File: src/design/assert_macros.svh
// Assertion helpers for the colour converter; both expect clk and rst_n in scope.
`ifndef ASSERT_MACROS_SVH
`define ASSERT_MACROS_SVH

// Consequent checked in the same cycle as the antecedent.
`define HSL_ASSERT_NOW(label, ante, cons) \
  label: assert property (@(posedge clk) disable iff (!rst_n) (ante) |-> (cons)) \
    else $error("hsl2rgb: same-cycle check failed");

// Consequent checked in the cycle after the antecedent.
`define HSL_ASSERT_NEXT(label, ante, cons) \
  label: assert property (@(posedge clk) disable iff (!rst_n) (ante) |=> (cons)) \
    else $error("hsl2rgb: next-cycle check failed");

`endif

File: src/design/hsl2rgb_pkg.sv
package hsl2rgb_pkg;

  localparam int FRAC_BITS = 24;

  // lightness and saturation in unsigned Q1.24, below 2.0
  localparam int LF_W    = FRAC_BITS + 1;
  localparam int T2P_W   = 2 * LF_W + 1;
  localparam int RECIP_W = FRAC_BITS + 10;
  localparam int HP_W    = 15 + RECIP_W;
  localparam int DH_W    = HP_W - 24;
  // signed hue position, and signed levels with headroom for out-of-range inputs
  localparam int T_W     = FRAC_BITS + 2;
  localparam int LVL_W   = FRAC_BITS + 6;
  localparam int M_W     = FRAC_BITS + 1;

  localparam int NSTAGE  = 7;

  localparam logic [RECIP_W-1:0] HUE_RECIP =
    RECIP_W'(((64'd1 << (FRAC_BITS + 24)) + 64'd23039) / 64'd23040);

  localparam logic signed [T_W-1:0] T_ONE        = T_W'(64'd1 << FRAC_BITS);
  localparam logic signed [T_W-1:0] T_THIRD      = T_W'(((64'd1 << FRAC_BITS) + 64'd1) / 64'd3);
  localparam logic signed [T_W-1:0] T_TWO_THIRDS = T_W'(((64'd2 << FRAC_BITS) + 64'd1) / 64'd3);
  localparam logic signed [T_W-1:0] T_ZERO       = '0;
  localparam logic signed [T_W-1:0] T_NEG_THIRD  = -T_THIRD;

  typedef logic [NSTAGE-1:0] stage_vec_t;

  typedef struct packed {
    logic [14:0] hue;
    logic [16:0] saturation;
    logic [16:0] lightness;
  } in_word_t;

  typedef struct packed {
    logic [7:0]  red;
    logic [7:0]  green;
    logic [7:0]  blue;
    logic [23:0] packed_color;
  } out_word_t;

  typedef struct packed {
    logic       black;
    logic       gray;
    logic [7:0] gray_val;
  } special_t;

  typedef struct packed {
    logic signed [LVL_W-1:0] t1;
    logic signed [LVL_W-1:0] t2;
    logic signed [LVL_W-1:0] diff;
  } levels_t;

endpackage

File: src/design/hsl2rgb_front.sv
module hsl2rgb_front (
  input  logic                             clk,
  input  hsl2rgb_pkg::stage_vec_t          en,
  input  hsl2rgb_pkg::in_word_t            in_data,
  output logic [hsl2rgb_pkg::DH_W-1:0]     dh,
  output hsl2rgb_pkg::levels_t             lev,
  output hsl2rgb_pkg::special_t            spec
);

  localparam int F     = hsl2rgb_pkg::FRAC_BITS;
  localparam int LF_W  = hsl2rgb_pkg::LF_W;
  localparam int T2P_W = hsl2rgb_pkg::T2P_W;
  localparam int HP_W  = hsl2rgb_pkg::HP_W;
  localparam int DH_W  = hsl2rgb_pkg::DH_W;
  localparam int LVL_W = hsl2rgb_pkg::LVL_W;
  localparam int T2Q_W = T2P_W - F;

  // stage 0
  logic [HP_W-1:0]       hp_r, hp_nxt;
  logic [T2P_W-1:0]      t2p_r, t2p_nxt;
  logic                  low_r, low_nxt;
  logic [LF_W-1:0]       lf_r, lf_nxt;
  logic [LF_W-1:0]       sf_r, sf_nxt;
  hsl2rgb_pkg::special_t spec0_r, spec0_nxt;
  logic [LF_W:0]         mul_b;
  logic [24:0]           gsum;

  // stage 1
  logic [DH_W-1:0]         dh_r, dh_nxt;
  logic signed [LVL_W-1:0] t2_r, t2_nxt;
  logic [LF_W-1:0]         lf1_r;
  hsl2rgb_pkg::special_t   spec1_r;
  logic [HP_W-1:0]         hp_rnd;
  logic [T2Q_W-1:0]        t2q;

  // stage 2
  hsl2rgb_pkg::levels_t    lev_r, lev_nxt;
  hsl2rgb_pkg::special_t   spec2_r;

  always_comb begin
    lf_nxt  = LF_W'(in_data.lightness) << (F - 16);
    sf_nxt  = LF_W'(in_data.saturation) << (F - 16);
    low_nxt = in_data.lightness < 17'd32768;
    mul_b   = low_nxt ? (((LF_W + 1)'(1) << F) + (LF_W + 1)'(sf_nxt)) : (LF_W + 1)'(sf_nxt);
    t2p_nxt = T2P_W'(lf_nxt) * T2P_W'(mul_b);
    hp_nxt  = HP_W'(in_data.hue) * HP_W'(hsl2rgb_pkg::HUE_RECIP);

    gsum = (25'(in_data.lightness) << 8) - 25'(in_data.lightness) + 25'd32768;
    spec0_nxt.black    = in_data.lightness == '0;
    spec0_nxt.gray     = in_data.saturation == '0;
    spec0_nxt.gray_val = gsum[24] ? 8'hFF : gsum[23:16];
  end

  always_ff @(posedge clk) begin
    if (en[0]) begin
      hp_r    <= hp_nxt;
      t2p_r   <= t2p_nxt;
      low_r   <= low_nxt;
      lf_r    <= lf_nxt;
      sf_r    <= sf_nxt;
      spec0_r <= spec0_nxt;
    end
  end

  // hue / 23040, rounded half up; second level from the truncated product
  always_comb begin
    hp_rnd = hp_r + HP_W'(64'd1 << 23);
    dh_nxt = hp_rnd[HP_W-1:24];
    t2q    = t2p_r[T2P_W-1:F];
    if (low_r) begin
      t2_nxt = LVL_W'(t2q);
    end else begin
      t2_nxt = LVL_W'(lf_r) + LVL_W'(sf_r) - LVL_W'(t2q);
    end
  end

  always_ff @(posedge clk) begin
    if (en[1]) begin
      dh_r    <= dh_nxt;
      t2_r    <= t2_nxt;
      lf1_r   <= lf_r;
      spec1_r <= spec0_r;
    end
  end

  always_comb begin
    lev_nxt.t2   = t2_r;
    lev_nxt.t1   = (LVL_W'(lf1_r) << 1) - t2_r;
    lev_nxt.diff = (t2_r - LVL_W'(lf1_r)) << 1;
  end

  always_ff @(posedge clk) begin
    if (en[2]) begin
      lev_r   <= lev_nxt;
      spec2_r <= spec1_r;
    end
  end

  assign dh   = dh_r;
  assign lev  = lev_r;
  assign spec = spec2_r;

endmodule

File: config.mk
export PLATFORM = sky130hd
export DESIGN_NAME = hsl2rgb_front
export DESIGN_NICKNAME = d
export VERILOG_FILES = /design/src/design/assert_macros.svh /design/src/design/hsl2rgb_pkg.sv /design/src/design/hsl2rgb_front.sv
export SDC_FILE = /design/constraint.sdc
export NUM_CORES = 1
export LEC_CHECK = 0
export ABC_AREA = 1
export BUFFER_PORTS_ARGS = -buffer_cell sky130_fd_sc_hd__buf_4
export CELL_PAD_IN_SITES_DETAIL_PLACEMENT = 1
export CELL_PAD_IN_SITES_GLOBAL_PLACEMENT = 1
export CORE_MARGIN = 2
export CORE_UTILIZATION = 48
export DETAILED_ROUTE_END_ITERATION = 16
export GPL_ROUTABILITY_DRIVEN = 0
export MAX_ROUTING_LAYER = met4
export PLACE_DENSITY = 0.86
export REMOVE_ABC_BUFFERS = 1
export SLEW_MARGIN = 40
export SYNTH_ARGS = -nofsm -noshare
export SYNTH_HDL_FRONTEND = slang
export SYNTH_SLANG_ARGS = --single-unit
File: constraint.sdc
create_clock -name clk -period 9 [get_ports clk]
set_input_delay 1.8 -clock clk [delete_from_list [all_inputs] [get_ports clk]]
set_output_delay 1.8 -clock clk [all_outputs]
set_load 0.02 [all_outputs]
After elaboration in Yosys (flattened, before gate mapping)
Index checks and enable logic that the tools add are counted.
{"block": "totals", "regBits": 314, "output_inout_bits": 125, "in_bits": 57, "wordCells": 36}
{"block": "classes", "n_reduce_logical": 2, "mul": 2, "order_cmp": 1, "muxes": 2, "add_sub_neg": 8}
{"op": "$add A49 B24 Y49 const B", "count": 1}
{"op": "$mul A15 B34 Y49 const B", "count": 1}
{"op": "$mul A17 B26 Y43", "count": 1}
{"op": "$logic_not A17 Y1", "count": 2}
{"op": "$sub A26 B30 Y30", "count": 1}
{"op": "$sub A29 B25 Y29", "count": 1}
{"op": "$sub A26 B27 Y28", "count": 1}
{"op": "$mux W27", "count": 1}
{"op": "$add A25 B25 Y26", "count": 1}
{"op": "$add A25 B25 Y26 const A", "count": 1}
{"op": "$mux W26", "count": 1}
{"op": "$add A25 B16 Y25 const B", "count": 1}
{"op": "$sub A25 B17 Y25", "count": 1}
{"op": "$lt A17 B16 Y1 const B", "count": 1}

Logic depth before layout (Yosys ltp)
{"block": "depth", "word_depth": 3, "mapped_depth": 29, "mapped_depth_nobuf": 26}

Worst setup path after synthesis
Ideal clock, no wire load.
{"block": "synth_path", "kind": "input port to flip-flop", "start": "input port in_data[15] in the netlist's numbering", "end": "register t2p_r[50] (data pin)", "slack_ps": 988, "cell_stages": 26, "n_path_buf": 4, "t_arrival_ps": 7760, "setup_ps": 252, "required_time_ps": 8748, "cell_sequence": "clkbuf_1 > clkbuf_1 > inv_1 > ha_1 > ha_1 > clkbuf_1 > clkbuf_1 > nand2_1 > fa_1 > fa_1 > inv_1 > fa_1 > fa_1 > fa_1 > inv_1 > fa_1 > inv_1 > ha_1 > a21oi_1 > o21ai_0 > a21oi_1 > nor2_1 > nor2_1 > nand2_1 > nand2_1 > nand2_1"}
{"block": "synth_between", "elab_chain_cells": 3}
{"item": "start, declared", "line_no": "hsl2rgb_front.sv:4", "text": "input hsl2rgb_pkg::in_word_t in_data,"}
{"item": "$lt A17 B16 Y1", "line_no": "hsl2rgb_front.sv:43", "text": "low_nxt = in_data.lightness < 17'd32768;"}
{"item": "net low_nxt", "line_no": "hsl2rgb_front.sv:21", "text": "logic low_r, low_nxt;"}
{"item": "$mux W26", "line_no": "hsl2rgb_front.sv:44", "text": "mul_b = low_nxt ? (((LF_W + 1)'(1) << F) + (LF_W + 1)'(sf_nxt)) : (LF_W + 1)'(sf_nxt);"}
{"item": "$mul A17 B26 Y43", "line_no": "hsl2rgb_front.sv:45", "text": "t2p_nxt = T2P_W'(lf_nxt) * T2P_W'(mul_b);"}
{"item": "net t2p_nxt[50]", "line_no": "hsl2rgb_front.sv:20", "text": "logic [T2P_W-1:0] t2p_r, t2p_nxt;"}
{"item": "end signal, assigned", "line_no": "hsl2rgb_front.sv:57", "text": "t2p_r <= t2p_nxt;"}
{"item": "end, declared", "line_no": "hsl2rgb_front.sv:20"}
The timed path passes the listed nets, and every way through them passes these cells.
A chain may end at the register's enable or synchronous reset.

Worst setup path after layout
{"block": "layout_path", "start": "input port in_data[16] in the netlist's numbering", "end": "register t2p_r[48] (data pin)"}
The elaborated chain is that of the path after synthesis.

==> summary.md <==
- 0.03306 — met3 global-route usage
- 580 ps — clock latency at the later pin of the worst-skew pair
- 6020 ps — internal reg-to-reg setup slack
- 4759 — final standard cell count with taps included and fillers excluded
- t2_r[16] — worst flop-to-flop path endpoint
- 182 — ports placed on the boundary
- built — TritonCTS clock tree
- 157800 microns — first-pass GRT wire length
- 79370 microns — HPWL reported at the end of detailed placement
- 0 — Synthesis Warnings
- 99880 microns — Total Routed Length
- 0 — post-CTS sizing
- 817.2 ps — minimum setup slack after placement
- 4709 — number of cells in the design after placement
- 3758 — number of instances in the synthesized netlist
- 9330 ps — required time worst endpoint
- 0 — antenna diode instance count
- reg2reg — class of the tightest hold or removal check
- met2 — most used routing layer in global routing
- 0 — total gr overflow
- 266 — flip-flop and latch count after synthesis
- 1 — number of H-tree levels
- 0 — final setup vio count
- 0.07121 — fraction of layout instances using a drive strength above 1
- 7820 — number of inserted filler cells in the final layout
- 0 — Hold Vio Cnt, Final
- 26070 — via count
- 0 — number of max-cap violations
- input port — critical path startpoint category
- 0.5306 — end-of-flow core utilization
- 66920 sq um — total die area
- flop — CP endpoint kind
- t2p_r[48] — Critical Path Sink
- 8070 ps — data arrival time of the critical path
- 266 — Clock Sinks
- inv_1 (927), nand2_1 (864), fa_1 (340), ha_1 (318), edfxtp_1 (266) — most frequent cells in the layout
- 27 — total CTS buffers
- 0.5454 — met2 capacity usage during global routing
- 0 — fraction of synthesis flops using an asynchronous set or reset pin
- 0 — number of antenna violations at the first check in global routing
- 0.2566 — part of the Yosys area used for sequential elements
- 258.7 microns — Die Width
- 842.2 ps — slew at the pin closest to its max-slew limit
- 20.99 microns — WL/cell
- 5.478 — ratio of routed vias to standard cells
- in2reg — worst setup path category
- 0.3105 — GRT Overall Usage
- clkbuf_16 — root buffer cell
- 0 — setup repair bufs after CTS
- 0 — total count of max-transition violations in the final report
- 0.1291 GHz — Fmax achieved
- 0.4839 — starting utilization of the core area
- t2p_r[35] — startpoint of the worst register-to-register path
- 7988 sq um — Sequential cell area
- 93 — std cell rows
- 258.7 microns — Die H
- 266 — number of flops mapped to enable cells by yosys
- 3 — number of buffers on the longest clock path
- inv_1 — most frequent standard cell in the layout excluding fill and tap cells
- 0.8604 — post-route clock period utilization
- 7744 ps — clock period minus final worst setup slack
- edfxtp_1 — most used flip-flop cell after synthesis
- finished clean — result of the run
- 31.48 ps — worst clock skew
- 0 — DRC viols
- 20 — peak fanout along the critical path
- in_data[16] — worst setup path startpoint
- 4598 — Final #Nets
- 0.4351 — Slew Limit Headroom
- 0 — Post-CTS Hold Fix Bufs
- 0 ps — Fin Setup TNS
- 0 — Final ANT Viol Nets
- 176 — number of I/O port buffers
- 31130 sq um — post-synthesis instance area
- 1256 ps — post-route setup slack
- 10 — logic depth of the worst register-to-register path
- no — RSZ-0062 raised after global routing
- 19250 sq um — Multi-input gate area
- 5 — router iterations before antenna repair
- 52 — distinct cell type count after synthesis
- 0.3701 — met1 Track Usage GR
- 80 — pin count of the biggest net entering global routing
- 70 ps — clock slew at the register clock pins of the worst setup and hold paths
- 64350 sq um — Core Box Area
- 8.285 sq um — average size of a mapped cell
- 9.665% — layout overhead on the synthesized area
- 29110 — vias in the first global route
- 1795 — number of DRC violations after detailed-routing iteration 0
how the worst min path moves through the flow:
stage          cells past startpoint  slack (ps)       start          to
2_1_floorplan                      0         400  spec0_r[0]  spec1_r[0]
3_3_place_gp                       0         400  spec1_r[3]     spec[3]
3_5_place_dp                       0         410  spec1_r[1]     spec[1]
4_1_cts                            0         420  spec0_r[2]  spec1_r[2]
5_1_grt                            0         430  spec0_r[2]  spec1_r[2]
6_report                           0         420  spec0_r[2]  spec1_r[2]
worst max-delay path, cell delays in order:
cell and delay, ps:
buf_4 270, inv_1 130, ha_1 220, ha_1 660, nand2_1 160, fa_1 500, fa_1 500, inv_1 50
fa_1 520, fa_1 440, fa_1 550, inv_1 60, fa_1 520, inv_1 40, ha_1 350, a21oi_1 260
o21ai_0 210, a21oi_1 290, nor2_1 90, nor2_1 180, nand2_1 80, nand2_1 80, nand2_1 70
kinds of logic (layout without fill, tap and decap cells):
group,after synthesis,in the layout,share of synthesized area
AND/OR/NAND/NOR,1388,1388,0.1873
flip-flops,266,266,0.2566
buffers and inverters,1022,1168,0.1251
AO/OA/AOI/OAI,325,325,0.05694
adder cells (fa/ha/maj),658,658,0.3464
XOR/XNOR,98,98,0.02757
other,1,1,0.0001204
per-layer routing:
metal	wire [microns]	vias up
met5	0	-
met3	5834	250
li1	-	11810
met2	50430	924
met4	3707	0
met1	39910	13080
sequential cells by signal, indices dropped and copies added, names as in the netlist:
register / count
lf1_r: 17
lev: 78
sf_r: 17
hp_r: 26
spec1_r: 10
spec: 10
dh: 25
t2_r: 28
lf_r: 17
t2p_r: 27
low_r: 1
spec0_r: 10
stage by stage:
| step | area (sq um) | hold slack, ps |
|---|---|---|
| global route | 34140 | 426.2 |
| floorplan | 30750 | 400.3 |
| CTS | 34140 | 421.5 |
| detailed placement | 33200 | 406.2 |
| global placement | 33190 | 402.6 |
| finish | 34140 | 419.1 |
cell usage after synthesis (all sizes together), types with 7 or more instances:
cell type / n / share of area
fa: 340 / 0.22
nand3b: 7 / 0.0017
ha: 318 / 0.13
nand2: 875 / 0.11
nor2: 255 / 0.033
a21oi: 172 / 0.028
nand3: 144 / 0.024
a21o: 11 / 0.0027
xor2: 67 / 0.019
nand4: 46 / 0.0097
o21bai: 13 / 0.0031
o21a: 7 / 0.0017
xnor2: 31 / 0.0087
nor4: 14 / 0.0028
inv: 933 / 0.11
clkbuf: 52 / 0.0063
nor3: 35 / 0.0072
edfxtp: 266 / 0.26
buf: 35 / 0.0061
o21ai: 108 / 0.018
layout make-up:
cell class	instances	area share
multi-input combinational	2470	0.5638
clock buffer	31	0.02023
inverter	935	0.1028
sequential	266	0.2339
tap	855	0.03133
clock inverter	19	0.007549
timing repair buffer	183	0.04035
Power is left out: the tool's default activity adds up to more than one toggle a clock period on the data nets, which glitch-free logic cannot reach.
